`config.mk`:
```
export PLATFORM = sky130hd
export DESIGN_NAME = imfiu_ram
export DESIGN_NICKNAME = d
export VERILOG_FILES = /design/src/imfiu_ram.sv
export SDC_FILE = /design/constraint.sdc
export NUM_CORES = 1
export LEC_CHECK = 0
export BUFFER_PORTS_ARGS = -buffer_cell sky130_fd_sc_hd__buf_4
export CELL_PAD_IN_SITES_DETAIL_PLACEMENT = 1
export CELL_PAD_IN_SITES_GLOBAL_PLACEMENT = 1
export CORE_MARGIN = 4
export CORE_UTILIZATION = 48
export CTS_CLUSTER_DIAMETER = 30
export CTS_CLUSTER_SIZE = 10
export DETAILED_ROUTE_END_ITERATION = 12
export GPL_TIMING_DRIVEN = 0
export PLACE_DENSITY = 0.77
export SLEW_MARGIN = 40
export SYNTH_ARGS = -nofsm -noshare
export SYNTH_HDL_FRONTEND = slang
export SYNTH_SLANG_ARGS = --single-unit
```
`constraint.sdc`:
```
create_clock -name clk_i -period 1.5 [get_ports clk_i]
set_input_delay 0.075 -clock clk_i [delete_from_list [all_inputs] [get_ports clk_i]]
set_output_delay 0.075 -clock clk_i [all_outputs]
set_load 0.01 [all_outputs]
```
`src/imfiu_ram.sv`:
```
`timescale 1ns / 1ps
module imfiu_ram #(
  parameter int unsigned Width = 8,
  parameter int unsigned Depth = 16
) (
  input  logic                     clk_i,
  input  logic                     we_i,
  input  logic [$clog2(Depth)-1:0] waddr_i,
  input  logic [Width-1:0]         wdata_i,
  input  logic                     re_i,
  input  logic [$clog2(Depth)-1:0] raddr_i,
  output logic [Width-1:0]         rdata_o
);

  logic [Width-1:0] mem_q [Depth];

  // one write port, one registered read port
  always_ff @(posedge clk_i) begin
    if (we_i) begin
      mem_q[waddr_i] <= wdata_i;
    end
    if (re_i) begin
      rdata_o <= mem_q[raddr_i];
    end
  end

endmodule

```
==> metrics.md <==
| Metric | Value |
|---|---|
| Detailed placement HPWL | 6610 um |
| Critical Path RT | 1750 ps |
| Final net count | 301 |
| Placement Rows | 37 |
| CP top delay family | multiplexers |
| Layout cells sized above 1 | 35.3% |
| Register bit total from synthesis | between 100 and 150 |
| Initial antenna violation count | 0 |
| I/O pins | 27 |
| Total Power | around 8.9 mW |
| Largest net degree at the start of global routing | 17 |
| Fmax | 675 MHz |
| Core box area | roughly 10,000 um^2 |
| Cells after Synth | 229 |
| Critical-path cell list | mux4_2 > a22oi_2 > nand2_1 |
| CTS H-tree lvls | 4 |
| Synth unique cells | 18 |
| Netlist Area Pre-Place | 5230 um^2 |
| Final non-filler cell total | between 400 and 500 |
| Worst setup margin | ~18 ps |
| Number of buffers and inverters on the critical path | 0 |
| Avg Cell Area, Syn | 22.8 um^2 |
| Final setup vio count | 0 |
| Fin crit period | roughly 1500 ps |
| Clock sink total | 136 |
| Post-CTS setup buffers | 0 |
| Final WL | roughly 11,000 um |
| GR Overflow Total | 0 |
| Die Ht | between 100 and 150 um |
| PD cells | 1410 nW/um^2 |
| Via-per-instance ratio | 5.60 |
| Max Slew Vio Count | 0 |
| Register area | 4080 um^2 |
| Critical Path Max Stage Delay | 490 ps |
| CTS tree | built |
| Global-route wire length before repair | 16,600 um |
| CP max FO | 1 |
| Lkg Pwr | 2.10 nW |
| Worst skew pair latency | between 500 and 600 ps |
| MaxCap Viol Count | 0 |
| Peak VDD IR | 1.43 mV |
| Setup repair after global routing missed its margin | yes |
| Post-route DRC | 0 |
| Initial DRC Count | around 190 |
| P&R area growth vs syn | 21.3% |
| Clock skew | 4.75 ps |
| Setup WS pre-CTS | -302 ps |
| Multi-input logic area | 1120 um^2 |
| WHS | between 30 and 40 ps |
| Root Buffer | clkbuf_8 |
| CP startpoint kind | flip-flop |
| DR pass1 iterations | 5 |
| Fillers | 900 |
| Final hold vios | 0 |
| CTS Buffer Depth | 2 |
| Vias in the first global route | 2,648 |
| Clock slew at reported path FFs | approximately 60 ps |
| Total global-route track usage | 18.7% |
| Inst Count DP | 390 |
| Worst slew pin tran | 838 ps |
| CTS buffer count | 17 |
| Hold path start | waddr_i[1] |
| Die area | 12,600 um^2 |
| N_diodes | 0 |
| Max_slew headroom | 43.9% |
| Worst r2r src | mem_q[4][0] |
| Routed Antenna Nets | 0 |
| Syn. warnings | 0 |
| Syn nets | 248 |
| DR vias | 2,415 |
| Die X | 112 um |
| Worst hold path type | in2reg |
| CP Capture Type | flip-flop |
| Critical path class | reg2reg |
| Starting Density | 50.0% |
| CP max-delay cell | mux4_2 |
| Routability cong. | a little over 0.7 |
| Routed WL per cell | about 25 um |
| Port Buf Inserts | 25 |
| Register area share after synthesis | 78.1% |
| Outcome | finished clean |
| Post-Route Setup TNS | 0 ps |
| Worst Setup SP | mem_q[4][0] |
| Worst EP arrival | roughly 1700 ps |
| Period utilisation layout | 98.8% |
==> report_power, final <==
part	switching (mW)	internal, mW
combinational	0.262	0.212
sequential	0.0218	4.28
clock	1.49	2.68
==> per-layer routing <==
layer / GRT usage (%) / wire length [um] / part of all wire [%]
met1: 25.6 / 4460 / 42
met4: 6.57 / 56 / 0.53
met5: 0 / 0 / 0
met2: 29.2 / 5490 / 52
met3: 5.01 / 650 / 6.1
==> area by class of cell <==
class	instances	area share (%)
Clock buffer	18	6.59
Tap cell	136	2.68
Clock inverter	14	2.86
Buffer	10	1.36
Multi-Input combinational cell	83	17.7
Timing Repair Buffer	34	4.38
Sequential cell	136	64.4
==> layout by cell type, fill, tap and decap left out <==
cell / netlist / final
a22oi_1: 16 / 7
a22oi_2: 0 / 9
and2_1: 1 / 1
and2b_1: 1 / 1
buf_2: 3 / 3
buf_4: 1 / 26
buf_6: 3 / 3
bufinv_16: 0 / 4
clkbuf_1: 0 / 1
clkbuf_16: 0 / 16
clkbuf_8: 0 / 1
clkdlybuf4s25_2: 3 / 3
clkinv_1: 0 / 1
clkinv_2: 0 / 5
clkinv_4: 0 / 2
clkinvlp_4: 0 / 2
dlygate4sd3_1: 0 / 9
edfxtp_1: 136 / 136
mux4_1: 14 / 11
mux4_2: 18 / 21
nand2_1: 9 / 9
nand2b_1: 2 / 2
nand3_1: 1 / 1
nand3b_1: 2 / 2
nor2_1: 13 / 9
nor2_2: 0 / 4
nor2b_1: 1 / 1
nor3_2: 0 / 4
or3b_2: 1 / 1
==> synth_stat cells (all sizes together) <==
cell / count / area [um^2]
edfxtp: 136 / 4080
mux4: 32 / 773
a22oi: 16 / 120
nor2: 13 / 48.8
nand2: 9 / 33.8
buf: 7 / 56.3
nor3: 4 / 20.0
clkdlybuf4s25: 3 / 30.0
nand2b: 2 / 12.5
nand3b: 2 / 15.0
and2: 1 / 6.26
and2b: 1 / 7.51
nand3: 1 / 5.00
nor2b: 1 / 6.26
or3b: 1 / 8.76
==> worst register-to-register path: stages (launching register included) <==
cell,delay (ps)
edfxtp_1,390
mux4_2,490
a22oi_2,220
nand2_1,120
==> repair_timing <==
| action | in CTS | in global routing |
|---|---|---|
| endpoints found under the setup margin | 3 | 6 |
| pin swaps | 0 | 2 |
| hold buffers | 9 | 0 |
| gates resized for setup | 4 | 8 |
| gates cloned | 0 | 0 |
| endpoints found under the hold margin | 136 | 0 |
==> through the flow <==
stage | utilization [%] | area (um^2)
after CTS | 60.3 | 6310
after global placement | 53.4 | 5590
final | 60.6 | 6340
after detailed placement | 53.6 | 5610
after floorplan | - | 5230
after global routing | 60.6 | 6340
==> logic make-up (layout without fill, tap and decap cells) <==
family	Yosys count	after routing	share of synthesized area, %
AOI/OAI and AO/OA	16	16	2.30
DFF	136	136	78.1
buffers and inverters	10	76	1.65
muxes	32	32	14.8
and+or+nand+nor	35	35	3.14
==> sequential cells by signal (all words and copies together) (netlist names) <==
register / cells
mem_q: 128
rdata_o: 8
==> final timing paths <==
path                      end  slack [ps]  cells after the start
hold / removal    mem_q[4][4]          30                      2
setup / recovery   rdata_o[0]          20                      3
setup reg to reg   rdata_o[0]          20                      3
hold reg to reg    rdata_o[4]         770                      3
(Power assumes the default switching activity.)
